`config.mk`:
```
export PLATFORM = sky130hd
export DESIGN_NAME = sorted_priority_queue_unique_keys_flat
export DESIGN_NICKNAME = d
export VERILOG_FILES = /design/src/hw/rtl/spq_pkg.sv /design/src/hw/rtl/spq_if.sv /design/src/hw/rtl/spq_ram.sv /design/src/hw/rtl/sorted_priority_queue_unique_keys.sv /design/src/flat_wrapper.sv
export SDC_FILE = /design/constraint.sdc
export NUM_CORES = 1
export LEC_CHECK = 0
export ABC_AREA = 1
export BUFFER_PORTS_ARGS = -buffer_cell sky130_fd_sc_hd__buf_2
export CAP_MARGIN = 30
export CELL_PAD_IN_SITES_DETAIL_PLACEMENT = 2
export CELL_PAD_IN_SITES_GLOBAL_PLACEMENT = 2
export CORE_MARGIN = 1.5
export CORE_UTILIZATION = 38
export CTS_CLUSTER_SIZE = 25
export DETAILED_ROUTE_END_ITERATION = 7
export PLACE_DENSITY_LB_ADDON = 0.1
export REMOVE_ABC_BUFFERS = 1
export SLEW_MARGIN = 10
export SYNTH_ARGS = -nofsm -noshare
export SYNTH_HDL_FRONTEND = slang
export SYNTH_HIERARCHICAL = 1
export SYNTH_SLANG_ARGS = --single-unit
```
`constraint.sdc`:
```
create_clock -name clk_i -period 5.26 [get_ports clk_i]
set_clock_uncertainty 0.05 [all_clocks]
set_input_delay 0.526 -clock clk_i [delete_from_list [all_inputs] [get_ports clk_i]]
set_output_delay 0.526 -clock clk_i [all_outputs]
set_load 0.01 [all_outputs]
```
`src/hw/rtl/spq_pkg.sv`:
```
`timescale 1ns / 1ps

package spq_pkg;

  // Store geometry.
  localparam int unsigned DEPTH  = 16;
  localparam int unsigned OCC_W  = $clog2(DEPTH + 1);
  localparam int unsigned ADDR_W = $clog2(DEPTH);

  // Command kinds.
  localparam logic [1:0] KIND_INSERT = 2'd0;
  localparam logic [1:0] KIND_POP    = 2'd1;
  localparam logic [1:0] KIND_REMOVE = 2'd2;
  localparam logic [1:0] KIND_LIST   = 2'd3;

  // Result status codes.
  localparam logic [2:0] ST_ADDED     = 3'd0;
  localparam logic [2:0] ST_DUPLICATE = 3'd1;
  localparam logic [2:0] ST_FULL      = 3'd2;
  localparam logic [2:0] ST_POPPED    = 3'd3;
  localparam logic [2:0] ST_EMPTY     = 3'd4;
  localparam logic [2:0] ST_REMOVED   = 3'd5;
  localparam logic [2:0] ST_NOT_FOUND = 3'd6;
  localparam logic [2:0] ST_LISTED    = 3'd7;

  typedef struct packed {
    logic [15:0] id;
    logic [7:0]  prio;
    logic [63:0] payload;
  } entry_t;

  typedef struct packed {
    logic [1:0]  kind;
    logic [15:0] key_id;
    logic [7:0]  prio;
    logic [63:0] payload;
  } cmd_t;

  typedef struct packed {
    logic [2:0]  status;
    logic [15:0] id;
    logic [7:0]  prio;
    logic [63:0] payload;
    logic        last;
  } res_t;

endpackage

```
`src/hw/rtl/spq_if.sv`:
```
`timescale 1ns / 1ps

// Request channel into the queue.
interface spq_req_if;
  logic        valid;
  logic        ready;
  logic [1:0]  kind;
  logic [15:0] key_id;
  logic [7:0]  priority_req;
  logic [63:0] payload;

  modport source (output valid, kind, key_id, priority_req, payload, input ready);
  modport sink   (input valid, kind, key_id, priority_req, payload, output ready);
endinterface

// Result channel out of the queue.
interface spq_rsp_if;
  logic        valid;
  logic        ready;
  logic [2:0]  status;
  logic [15:0] out_id;
  logic [7:0]  out_priority;
  logic [63:0] out_payload;
  logic        last;

  modport source (output valid, status, out_id, out_priority, out_payload, last, input ready);
  modport sink   (input valid, status, out_id, out_priority, out_payload, last, output ready);
endinterface

```
`src/hw/rtl/spq_ram.sv`:
```
`timescale 1ns / 1ps

// Entry store: one write port, one read port with registered data.
module spq_ram
  import spq_pkg::*;
(
  input  logic              clk_i,
  input  logic              wr_en_i,
  input  logic [ADDR_W-1:0] wr_addr_i,
  input  entry_t            wr_data_i,
  input  logic [ADDR_W-1:0] rd_addr_i,
  output entry_t            rd_data_o
);

  entry_t mem_q [DEPTH];
  entry_t rd_data_q;

  always_ff @(posedge clk_i) begin
    if (wr_en_i) begin
      mem_q[wr_addr_i] <= wr_data_i;
    end
    rd_data_q <= mem_q[rd_addr_i];
  end

  assign rd_data_o = rd_data_q;

endmodule

```
`src/hw/rtl/sorted_priority_queue_unique_keys.sv`:
```
`timescale 1ns / 1ps

// Sorted priority queue holding up to DEPTH entries of id, priority and payload,
// kept in descending priority order with first in, first out order among equal
// priorities. Commands arrive as requests on req_i (valid/ready); every request
// produces one result on rsp_o, except a list of a non-empty store, which
// produces one result per entry, head first, with last set on the final one.
// The block takes one request at a time: ready is high only while the
// sequencer is idle. Entries live in a single-port-read memory, so every
// stored entry visited takes an address step, then a registered-data step.
// Insert walks the entries for the duplicate check until a match or the end,
// then moves the entries behind the insertion point down one slot. Pop and
// remove move the tail up one slot in the same way; list reads each entry in turn.
// Results pass through an output register, so a new request is accepted while
// the previous result still waits; if the receiver stalls, the sequencer holds
// at its next result until the register is free. Reset empties the queue
// (the occupancy count clears); memory contents are not cleared.
module sorted_priority_queue_unique_keys
  import spq_pkg::*;
(
  input  logic       clk_i,
  input  logic       rst_ni,
  spq_req_if.sink    req_i,
  spq_rsp_if.source  rsp_o
);

  localparam logic [3:0] S_IDLE     = 4'd0;
  localparam logic [3:0] S_SCAN_RD  = 4'd1;
  localparam logic [3:0] S_SCAN_CHK = 4'd2;
  localparam logic [3:0] S_INS_CHK  = 4'd3;
  localparam logic [3:0] S_SD_CHK   = 4'd4;
  localparam logic [3:0] S_SD_WR    = 4'd5;
  localparam logic [3:0] S_POP_RD   = 4'd6;
  localparam logic [3:0] S_POP_CAP  = 4'd7;
  localparam logic [3:0] S_SU_CHK   = 4'd8;
  localparam logic [3:0] S_SU_WR    = 4'd9;
  localparam logic [3:0] S_LIST_RD  = 4'd10;
  localparam logic [3:0] S_LIST_OUT = 4'd11;
  localparam logic [3:0] S_EMIT     = 4'd12;

  localparam logic [OCC_W-1:0] OCC_ONE  = OCC_W'(1);
  localparam logic [OCC_W-1:0] OCC_FULL = OCC_W'(DEPTH);

  logic [3:0]       state_q, state_d;
  cmd_t             cmd_q, cmd_d;
  logic [OCC_W-1:0] occ_q, occ_d;
  logic [OCC_W-1:0] idx_q, idx_d;
  logic [OCC_W-1:0] pos_q, pos_d;
  logic             pos_found_q, pos_found_d;
  res_t             st_q, st_d;
  res_t             out_q, out_d;
  logic             out_valid_q;
  logic             load_out;

  logic [OCC_W-1:0]  idx_inc, idx_dec;
  logic              slot_free;
  logic              id_hit, prio_below;
  logic              wr_en;
  logic [ADDR_W-1:0] wr_addr, rd_addr;
  entry_t            wr_data, rd_data;

  spq_ram u_ram (
    .clk_i     (clk_i),
    .wr_en_i   (wr_en),
    .wr_addr_i (wr_addr),
    .wr_data_i (wr_data),
    .rd_addr_i (rd_addr),
    .rd_data_o (rd_data)
  );

  assign idx_inc   = idx_q + OCC_ONE;
  assign idx_dec   = idx_q - OCC_ONE;
  assign slot_free = !out_valid_q || rsp_o.ready;

  // The shared compare unit: one stored entry against the command per step.
  assign id_hit     = (rd_data.id == cmd_q.key_id);
  assign prio_below = (rd_data.prio < cmd_q.prio);

  assign req_i.ready = (state_q == S_IDLE);

  always_comb begin
    state_d     = state_q;
    cmd_d       = cmd_q;
    occ_d       = occ_q;
    idx_d       = idx_q;
    pos_d       = pos_q;
    pos_found_d = pos_found_q;
    st_d        = st_q;
    out_d       = st_q;
    load_out    = 1'b0;
    rd_addr     = idx_q[ADDR_W-1:0];
    wr_en       = 1'b0;
    wr_addr     = idx_q[ADDR_W-1:0];
    wr_data     = rd_data;

    case (state_q)
      S_IDLE: begin
        if (req_i.valid) begin
          cmd_d       = '{kind: req_i.kind, key_id: req_i.key_id,
                          prio: req_i.priority_req, payload: req_i.payload};
          idx_d       = '0;
          pos_d       = occ_q;
          pos_found_d = 1'b0;
          case (req_i.kind)
            KIND_INSERT: begin
              state_d = (occ_q == '0) ? S_INS_CHK : S_SCAN_RD;
            end
            KIND_POP: begin
              if (occ_q == '0) begin
                st_d    = '{status: ST_EMPTY, id: '0, prio: '0, payload: '0, last: 1'b1};
                state_d = S_EMIT;
              end else begin
                state_d = S_POP_RD;
              end
            end
            KIND_REMOVE: begin
              if (occ_q == '0) begin
                st_d    = '{status: ST_NOT_FOUND, id: req_i.key_id, prio: '0,
                            payload: '0, last: 1'b1};
                state_d = S_EMIT;
              end else begin
                state_d = S_SCAN_RD;
              end
            end
            default: begin
              if (occ_q == '0) begin
                st_d    = '{status: ST_EMPTY, id: '0, prio: '0, payload: '0, last: 1'b1};
                state_d = S_EMIT;
              end else begin
                state_d = S_LIST_RD;
              end
            end
          endcase
        end
      end
      S_SCAN_RD: begin
        state_d = S_SCAN_CHK;
      end
      S_SCAN_CHK: begin
        if (id_hit) begin
          if (cmd_q.kind == KIND_INSERT) begin
            st_d    = '{status: ST_DUPLICATE, id: cmd_q.key_id, prio: '0,
                        payload: '0, last: 1'b1};
            state_d = S_EMIT;
          end else begin
            // Removal point found: close the gap from here.
            st_d    = '{status: ST_REMOVED, id: cmd_q.key_id, prio: '0,
                        payload: '0, last: 1'b1};
            state_d = S_SU_CHK;
          end
        end else begin
          if (!pos_found_q && prio_below) begin
            pos_d       = idx_q;
            pos_found_d = 1'b1;
          end
          if (idx_inc == occ_q) begin
            if (cmd_q.kind == KIND_INSERT) begin
              state_d = S_INS_CHK;
            end else begin
              st_d    = '{status: ST_NOT_FOUND, id: cmd_q.key_id, prio: '0,
                          payload: '0, last: 1'b1};
              state_d = S_EMIT;
            end
          end else begin
            idx_d   = idx_inc;
            state_d = S_SCAN_RD;
          end
        end
      end
      S_INS_CHK: begin
        if (occ_q == OCC_FULL) begin
          st_d    = '{status: ST_FULL, id: cmd_q.key_id, prio: '0, payload: '0, last: 1'b1};
          state_d = S_EMIT;
        end else begin
          idx_d   = occ_q;
          state_d = S_SD_CHK;
        end
      end
      S_SD_CHK: begin
        if (idx_q == pos_q) begin
          wr_en   = 1'b1;
          wr_data = '{id: cmd_q.key_id, prio: cmd_q.prio, payload: cmd_q.payload};
          occ_d   = occ_q + OCC_ONE;
          st_d    = '{status: ST_ADDED, id: cmd_q.key_id, prio: '0, payload: '0, last: 1'b1};
          state_d = S_EMIT;
        end else begin
          rd_addr = idx_dec[ADDR_W-1:0];
          state_d = S_SD_WR;
        end
      end
      S_SD_WR: begin
        wr_en   = 1'b1;
        idx_d   = idx_dec;
        state_d = S_SD_CHK;
      end
      S_POP_RD: begin
        state_d = S_POP_CAP;
      end
      S_POP_CAP: begin
        st_d    = '{status: ST_POPPED, id: rd_data.id, prio: rd_data.prio,
                    payload: rd_data.payload, last: 1'b1};
        state_d = S_SU_CHK;
      end
      S_SU_CHK: begin
        if (idx_inc < occ_q) begin
          rd_addr = idx_inc[ADDR_W-1:0];
          state_d = S_SU_WR;
        end else begin
          occ_d   = occ_q - OCC_ONE;
          state_d = S_EMIT;
        end
      end
      S_SU_WR: begin
        wr_en   = 1'b1;
        idx_d   = idx_inc;
        state_d = S_SU_CHK;
      end
      S_LIST_RD: begin
        state_d = S_LIST_OUT;
      end
      S_LIST_OUT: begin
        // Read address is held here, so the read data stays put while stalled.
        if (slot_free) begin
          load_out = 1'b1;
          out_d    = '{status: ST_LISTED, id: rd_data.id, prio: rd_data.prio,
                       payload: rd_data.payload, last: (idx_inc == occ_q)};
          if (idx_inc == occ_q) begin
            state_d = S_IDLE;
          end else begin
            idx_d   = idx_inc;
            state_d = S_LIST_RD;
          end
        end
      end
      S_EMIT: begin
        if (slot_free) begin
          load_out = 1'b1;
          state_d  = S_IDLE;
        end
      end
      default: begin
        state_d = S_IDLE;
      end
    endcase
  end

  always_ff @(posedge clk_i or negedge rst_ni) begin
    if (!rst_ni) begin
      state_q     <= S_IDLE;
      occ_q       <= '0;
      out_valid_q <= 1'b0;
    end else begin
      state_q <= state_d;
      occ_q   <= occ_d;
      if (load_out) begin
        out_valid_q <= 1'b1;
      end else if (rsp_o.ready) begin
        out_valid_q <= 1'b0;
      end
    end
  end

  always_ff @(posedge clk_i) begin
    cmd_q       <= cmd_d;
    idx_q       <= idx_d;
    pos_q       <= pos_d;
    pos_found_q <= pos_found_d;
    st_q        <= st_d;
    if (load_out) begin
      out_q <= out_d;
    end
  end

  assign rsp_o.valid        = out_valid_q;
  assign rsp_o.status       = out_q.status;
  assign rsp_o.out_id       = out_q.id;
  assign rsp_o.out_priority = out_q.prio;
  assign rsp_o.out_payload  = out_q.payload;
  assign rsp_o.last         = out_q.last;

  // The occupancy count never passes the store depth.
  assert property (@(posedge clk_i) disable iff (!rst_ni) occ_q <= OCC_FULL)
    else $error("occupancy beyond depth");

  // Occupancy moves by at most one entry per cycle.
  assert property (@(posedge clk_i) disable iff (!rst_ni)
    (occ_q != $past(occ_q)) |->
      ((occ_q == $past(occ_q) + OCC_ONE) || (occ_q + OCC_ONE == $past(occ_q))))
    else $error("occupancy jumped");

  // The scan only ever looks at occupied slots.
  assert property (@(posedge clk_i) disable iff (!rst_ni)
    (state_q == S_SCAN_CHK) |-> (idx_q < occ_q))
    else $error("scan beyond occupied slots");

  // Only listed entries can be followed by further results of the same request.
  assert property (@(posedge clk_i) disable iff (!rst_ni)
    (out_valid_q && !out_q.last) |-> (out_q.status == ST_LISTED))
    else $error("non-final result that is not a listed entry");

endmodule
```
`src/flat_wrapper.sv`:
```
// flat-port wrapper written by rule: the top's interface ports become plain ports
module sorted_priority_queue_unique_keys_flat import spq_pkg::*;
  (clk_i, rst_ni, req_i_valid, req_i_kind, req_i_key_id, req_i_priority_req, req_i_payload, req_i_ready, rsp_o_valid, rsp_o_status, rsp_o_out_id, rsp_o_out_priority, rsp_o_out_payload, rsp_o_last, rsp_o_ready);
  spq_req_if req_i_i ();
  spq_rsp_if rsp_o_i ();
  input  logic clk_i;
  input  logic rst_ni;
  input wire logic [$bits(req_i_i.valid)-1:0] req_i_valid;
  input wire logic [$bits(req_i_i.kind)-1:0] req_i_kind;
  input wire logic [$bits(req_i_i.key_id)-1:0] req_i_key_id;
  input wire logic [$bits(req_i_i.priority_req)-1:0] req_i_priority_req;
  input wire logic [$bits(req_i_i.payload)-1:0] req_i_payload;
  output wire logic [$bits(req_i_i.ready)-1:0] req_i_ready;
  output wire logic [$bits(rsp_o_i.valid)-1:0] rsp_o_valid;
  output wire logic [$bits(rsp_o_i.status)-1:0] rsp_o_status;
  output wire logic [$bits(rsp_o_i.out_id)-1:0] rsp_o_out_id;
  output wire logic [$bits(rsp_o_i.out_priority)-1:0] rsp_o_out_priority;
  output wire logic [$bits(rsp_o_i.out_payload)-1:0] rsp_o_out_payload;
  output wire logic [$bits(rsp_o_i.last)-1:0] rsp_o_last;
  input wire logic [$bits(rsp_o_i.ready)-1:0] rsp_o_ready;
  assign req_i_i.valid = req_i_valid;
  assign req_i_i.kind = req_i_kind;
  assign req_i_i.key_id = req_i_key_id;
  assign req_i_i.priority_req = req_i_priority_req;
  assign req_i_i.payload = req_i_payload;
  assign req_i_ready = req_i_i.ready;
  assign rsp_o_valid = rsp_o_i.valid;
  assign rsp_o_status = rsp_o_i.status;
  assign rsp_o_out_id = rsp_o_i.out_id;
  assign rsp_o_out_priority = rsp_o_i.out_priority;
  assign rsp_o_out_payload = rsp_o_i.out_payload;
  assign rsp_o_last = rsp_o_i.last;
  assign rsp_o_i.ready = rsp_o_ready;
  sorted_priority_queue_unique_keys u_core (.clk_i(clk_i), .rst_ni(rst_ni), .req_i(req_i_i), .rsp_o(rsp_o_i));
endmodule
```
# Yosys cells after proc, flatten, opt, wreduce, memory -nomap -nowiden
# Memories as Yosys holds them, arrays and structs flattened. A register that Yosys moved wholly into a read port is not among the register bits.
# Cells that the tools add are included.
# W data, S select, Z words.
op_classes:
  n_addsub: 4
  order_cmp: 2
  eq_ne: 31
  muxes: 60
  reduce_logical: 22
op_table:
  columns: ["cell", "n"]
  rows:
  - ["$mux W92", 11]
  - ["$pmux W92 S5", 1]
  - ["$pmux W92 S2", 1]
  - ["$mux W88", 2]
  - ["$mux W4", 13]
  - ["$mux W5", 10]
  - ["$pmux W4 S12", 1]
  - ["$pmux W5 S6", 1]
  - ["$eq A4 B4 Y1 const B", 5]
  - ["$pmux W5 S2", 2]
  - ["$eq A16 B16 Y1", 1]
  - ["$eq A4 B3 Y1 const B", 4]
  - ["$ne A2 B1 Y1 const B", 6]
  - ["$pmux W4 S3", 1]
  - ["$add A5 B1 Y5 const B", 2]
  - ["$eq A5 B5 Y1", 2]
  - ["$mux W1", 10]
  - ["$ne A2 B2 Y1 const B", 5]
  - ["$sub A5 B1 Y5 const B", 2]
  - ["$mux W3", 3]
  - ["$eq A4 B2 Y1 const B", 2]
  - ["$lt A8 B8 Y1", 1]
  - ["$pmux W4 S2", 1]
  - ["$reduce_and A8 Y1", 1]
  - ["other kinds (23)", 31]
totals:
  regBits: 295
  ram_bits: 1408
  inputBits: 94
  output_inout_bits: 94
  word_cells: 140
  memories: 1
memory_table:
  columns: ["name", "words", "width", "read_ports", "rd_ports_with_merged_regs", "wr", "line_no", "text"]
  rows:
  - ["u_core.u_ram.mem_q", 16, 88, 1, 1, 1, "spq_ram.sv:15", "entry_t mem_q [DEPTH];"]

# Longest topological paths before layout
logic_depth:
  depth_word: 5
  ltp_mapped: 21
  depth_no_buf: 18

# Hierarchy
# Netlist, hierarchy kept.
by_module_without_submodules:
  columns: ["mod", "instances", "cells_per_inst", "area_per_inst_um2", "seq_area_each_um2"]
  rows:
  - ["spq_ram", 1, 5778, 61704.2, 44042.2]
  - ["sorted_priority_queue_unique_keys", 1, 1252, 13656.8, 8778.4]

# Least setup slack after synthesis
# Ideal clock, no wire load.
synth_timing:
  path_type: "register to register"
  startpoint: "register u_core.idx_q[0]"
  endpoint: "memory u_core/u_ram/mem_q[10][0] (netlist bit), enable pin"
  setup_time_ps: 536
  arrival_time_ps: 5192
  required_ps: 4674
  slack_ps: -517
  path_stages_with_launch: 8
  path_buffers: 1
  synth_period_minus_slack_ps: 5777
  path_cell_list: "edfxtp_1 > xor2_1 > nor2_1 > nand4_4 > clkbuf_1 > nand2_1 > nand3b_1 > nor2_1"
synth_between:
  elab_chain_cells: 5
synth_rtl:
  columns: ["element", "line_no", "text"]
  rows:
  - ["from (decl)", "sorted_priority_queue_unique_keys.sv:47", "logic [OCC_W-1:0] idx_q, idx_d;"]
  - ["from (signal assigned)", "sorted_priority_queue_unique_keys.sv:265", "idx_q <= idx_d;"]
  - ["$eq A5 B5 Y1", "sorted_priority_queue_unique_keys.sv:180", "if (idx_q == pos_q) begin"]
  - ["$mux W1", "sorted_priority_queue_unique_keys.sv:180", null]
  - ["$pmux W1 S2", "sorted_priority_queue_unique_keys.sv:96", "case (state_q)"]
  - ["via u_core.wr_en", "sorted_priority_queue_unique_keys.sv:58", "logic wr_en;"]
  - ["$mux W1", "spq_ram.sv:19", "if (wr_en_i) begin"]
  - ["$mux W1 (implied by the code)", "spq_ram.sv:20", "mem_q[wr_addr_i] <= wr_data_i;"]
  - ["to (decl)", "spq_ram.sv:15", null]
# The timed path passes the listed nets, and every way through them passes these cells.

# Final worst setup path
layout_timing:
  startpoint: "register u_core.idx_q[0]"
  endpoint: "register, netlist name u_core/u_ram/rd_data_o[12]"
layout_between:
  elab_chain_cells: 4
  elab_cells_between_ends: 7
  cone_classes: "add/sub: 2; order compare: 1; eq/ne: 1; mux: 3"
layout_rtl:
  columns: ["element", "line_no", "text"]
  rows:
  - ["$add A5 B1 Y5", "sorted_priority_queue_unique_keys.sv:71", "assign idx_inc = idx_q + OCC_ONE;"]
  - ["$lt A5 B5 Y1", "sorted_priority_queue_unique_keys.sv:205", "if (idx_inc < occ_q) begin"]
  - ["$mux W4", "sorted_priority_queue_unique_keys.sv:205", null]
  - ["$pmux W4 S2 *", "sorted_priority_queue_unique_keys.sv:96", null]
  - ["via u_core.rd_addr[0]", "sorted_priority_queue_unique_keys.sv:59", "logic [ADDR_W-1:0] wr_addr, rd_addr;"]
# Mark *: on every way through the listed nets, which the timed path passes. The rest lies on a longest branch.
# A chain may end at the register's enable or synchronous reset.

==> parameters.txt <==
Parameter                              Value

Pwr
  Internal Pwr Total ... 34740 uW
  Net switching fraction of the power ... 43.10%
  IR Drop Worst-Case VDD ... 1.095 mV
  Clock power frac ... 22.4%
  Net switching power figure ... 26320 uW
  Leakage component of the power ... 0.03673 uW
  Areal power density over the cells ... 695.2 nW/um^2
  Power share of the combinational group ... 44.7%
  Power share of the sequential group ... 32.9%

Cells and area
  Post-route insts no fill ... 10188
  Fraction of layout instances using a drive strength above 1 ... 10.60%
  Net count reported at finish ... 7488
  Final instance area ... 87830 sq um
  Core Util, Final ... 44.54%
  Area growth from synthesis to layout ... 16.55%

GRT
  Global-route congestion overflow total ... 0
  Initial antenna violation count ... 4
  GRT Overall Usage ... 24.40%
  Maximum number of pins on one net before global-route repair ... 148
  Wire length of the first global-routing pass ... 363.6 mm
  Vias in the first global route ... 57606

Timing
  Pins over their slew limit ... 0
  Number of setup violations in the final report ... 0
  Hold violation count in the final report ... 0
  Worst-margin pin slew ... 1.053 ns
  Final period util ... 88.75%
  Shortest clock period the worst path allows after layout ... 4.668 ns
  Max Fclk ... 214.2 MHz
  Setup repair after global routing missed its margin ... no
  Tightest hold margin ... 0.1206 ns
  Tightest slew margin relative to the limit ... 29.31%

Detailed routing
  Overall routed net length ... 244.5 mm
  Total number of vias ... 52166
  Avg Vias per Cell ... 5.120
  Number of DRC violations after detailed routing ... 0
  First drt pass iteration count ... 8
  Wirelength per Cell ... 24.00 microns
  Final ANT Viol Nets ... 0
  Number of DRC markers after the initial detailed-route iteration ... 3486

Floorplan
  IO Pins ... 188
  Area of the placeable core ... 197200 sq um
  Number of standard-cell rows in the floorplan ... 163
  Die outline height ... 448.3 microns
  Die outline area ... 201000 sq um
  Die W ... 448.3 microns
  Effective utilization at floorplan ... 38.21%

Placed design
  Count of placed standard cells including taps ... 9681
  Number of buffers inserted by port buffering ... 187
  Placed Area ... 80250 sq um
  Routability congestion estimate from global placement ... 0.7509
  Post-detail-place hpwl ... 132.8 mm

Worst setup path
  Worst reg-to-reg path cell count ... 18
  Arrival time worst endpoint ... 5.32 ns
  Data required, critical path ... 5.91 ns
  FF-to-FF End ... u_core/u_ram/rd_data_o[12]
  Register-to-Register Setup Slack ... 0.59 ns
  Startpoint type of the worst setup path ... flip-flop
  CP max FO ... 136
  Source of the worst register-to-register timing path ... u_core/idx_q[0]
  Crit path capture type ... flip-flop
  Type of the worst setup path ... flip-flop to flip-flop

Synth
  Warning count from the yosys run ... 6
  Seq/Total Area, Yosys ... 70.09%
  Mean area per synthesized cell ... 10.72 sq um
  Number of standard cells after synthesis ... 7030
  Count of cell types in the netlist ... 38
  Total of flip-flops plus latches after synthesis ... 1790
  Syn Std Cell Area ... 75360 sq um

Clocking
  Clk pin slew, worst setup/hold paths ... 0.06 ns
  Maximum root-to-sink buffer count ... 3
  Clock Root Buffer ... sky130_fd_sc_hd__clkbuf_16
  CTS tree ... yes
  Inserted Clock Buffers ... 200
  Clock Sink Count ... 1790
  Clock insertion delay at the later pin of the skew report ... 0.84 ns
  Number of H-tree levels ... 4

Status
  Result of the run ... finished, final reports clean

Hold path
  Endpoint of the worst hold path ... u_core/cmd_q[88]
  Number of cells traversed by the worst hold path ... 3
  Origin of the worst min-delay path ... req_i_valid
  Kind of path behind the tightest hold check ... primary input to flip-flop

Flow run
  Number of max-capacitance violations reported ... 0
[synth_stat cells (all sizes together)]
cell	number	area [sq um]
a211oi	2	15.01
a21oi	12	71.32
a31o	1	8.760
a31oi	1	6.260
buf	281	1498
clkbuf	62	232.7
clkinv	1	3.750
dfrtp	10	250.2
dfxtp	88	1762
edfxtp	1692	50810
fa	1	20.02
ha	17	212.7
inv	1231	4621
nand2	2174	8173
nand3	1076	5385
nand3b	3	22.52
nand4	7	73.82
nor2	134	540.5
o211ai	4	30.03
o21ai	192	1224
o221ai	22	249.0
or2	5	31.28
xnor2	3	26.28
xor2	11	96.34
[worst max path at each step]
stage,slack (ns),to,from
3_5_place_dp,0.68,u_core/u_ram/rd_data_o[15],u_core/idx_q[0]
6_report,0.59,u_core/u_ram/rd_data_o[12],u_core/idx_q[0]
4_1_cts,0.66,u_core/u_ram/rd_data_o[61],u_core/idx_q[0]
3_3_place_gp,0.83,u_core/u_ram/rd_data_o[16],u_core/idx_q[0]
2_1_floorplan,-64.12,u_core/u_ram/rd_data_o[20],u_core/idx_q[0]
5_1_grt,0.31,u_core/u_ram/rd_data_o[63],u_core/idx_q[0]
[timing repair]
action	CTS	global route
setup buffers	0	0
endpoints found under the hold margin	109	0
gates resized for setup	0	0
hold buffers	94	0
[power by group through the flow]
| stage | clock network (uW) | registers, uW | logic [uW] |
|---|---|---|---|
| 2_1_floorplan | 0 | 20300 | 8440 |
| 3_3_place_gp | 0 | 20400 | 26100 |
| 3_5_place_dp | 0 | 20400 | 27200 |
| 4_1_cts | 14000 | 20200 | 27600 |
| 5_1_grt | 14500 | 20200 | 30300 |
| 6_report | 13700 | 20100 | 27300 |
[sequential cells by signal, indices dropped and copies added, names as in the netlist]
| register | count |
|---|---|
| u_core/state_q | 4 |
| u_core/rsp_o.status | 3 |
| u_core/occ_q | 5 |
| u_core/rsp_o.out_id | 16 |
| u_core/idx_q | 5 |
| u_core/rsp_o.valid | 1 |
| u_core/pos_found_q | 1 |
| u_core/rsp_o.last | 1 |
| u_core/rsp_o.out_payload | 64 |
| u_core/u_ram/rd_data_o | 88 |
| u_core/st_q | 91 |
| u_core/rsp_o.out_priority | 8 |
| u_core/u_ram/mem_q | 1408 |
| u_core/cmd_q | 90 |
| u_core/pos_q | 5 |
[cell families after synthesis]
logic type | Yosys count | synth area share [%]
AND/OR/NAND/NOR | 3399 | 18.88
flip-flops | 1790 | 70.09
AO/OA/AOI/OAI | 234 | 2.128
XOR/XNOR | 14 | 0.1627
adder cells (fa/ha/maj) | 18 | 0.3088
buffers and inverters | 1575 | 8.433
[cells in the final DEF, fill, tap and decap left out, types with 36 or more instances in the layout]
cell                            count
sky130_fd_sc_hd__buf_12            64
sky130_fd_sc_hd__buf_2            187
sky130_fd_sc_hd__buf_4            138
sky130_fd_sc_hd__clkbuf_1          74
sky130_fd_sc_hd__clkbuf_16        204
sky130_fd_sc_hd__dfxtp_1           88
sky130_fd_sc_hd__dlygate4sd3_1     94
sky130_fd_sc_hd__edfxtp_1        1692
sky130_fd_sc_hd__inv_1           1218
sky130_fd_sc_hd__nand2_1         2171
sky130_fd_sc_hd__nand3_1         1076
sky130_fd_sc_hd__nor2_1           109
sky130_fd_sc_hd__o21ai_0           36
sky130_fd_sc_hd__o21ai_1           84
sky130_fd_sc_hd__o21ai_2           71
[metrics by stage]
step	setup WS [ns]	power [uW]	TNS [ns]
floorplan	-64.12	28740	-6701.42
global placement	0.8286	46540	0
detailed placement	0.6803	47650	0
CTS	0.6592	61770	0
global route	0.3112	65030	0
finish	0.5915	61060	0
[area by class of cell]
cell class	count	area (sq um)
timing repair buffer	487	4304
inverter	1232	4674
tap	2640	3303
antenna	1	2.502
multi-input combinational	3665	16390
clock buffer	303	5727
clock inverter	70	610.6
sequential	1790	52820
fill	20267	109400
[worst max-delay path, stage by stage, from the launching register on]
cell and delay [ns]:
sky130_fd_sc_hd__edfxtp_1 0.68, sky130_fd_sc_hd__ha_1 0.28, sky130_fd_sc_hd__nand3_1 0.10, sky130_fd_sc_hd__xor2_1 0.16, sky130_fd_sc_hd__inv_1 0.07, sky130_fd_sc_hd__ha_1 0.29, sky130_fd_sc_hd__nand2_1 0.07, sky130_fd_sc_hd__nor2_1 0.18
sky130_fd_sc_hd__nand2_1 0.11, sky130_fd_sc_hd__nand4_1 0.17, sky130_fd_sc_hd__nand2_1 0.31, sky130_fd_sc_hd__xor2_4 0.42, sky130_fd_sc_hd__buf_12 0.37, sky130_fd_sc_hd__buf_12 0.52, sky130_fd_sc_hd__nand2_1 0.16, sky130_fd_sc_hd__nand3_1 0.12
sky130_fd_sc_hd__nand3_1 0.08, sky130_fd_sc_hd__nand3_1 0.12, sky130_fd_sc_hd__nand2_1 0.06
[layer usage]
| layer | vias up | GRT usage (%) | share of wire (%) |
|---|---|---|---|
| met2 | 915 | 42.68 | 50 |
| met1 | 27280 | 31.78 | 44 |
| met5 | - | 0 | 0 |
| met3 | 377 | 2.779 | 3.4 |
| li1 | 23594 | - | - |
| met4 | 0 | 7.162 | 2.8 |
(Power assumes the default switching activity.)
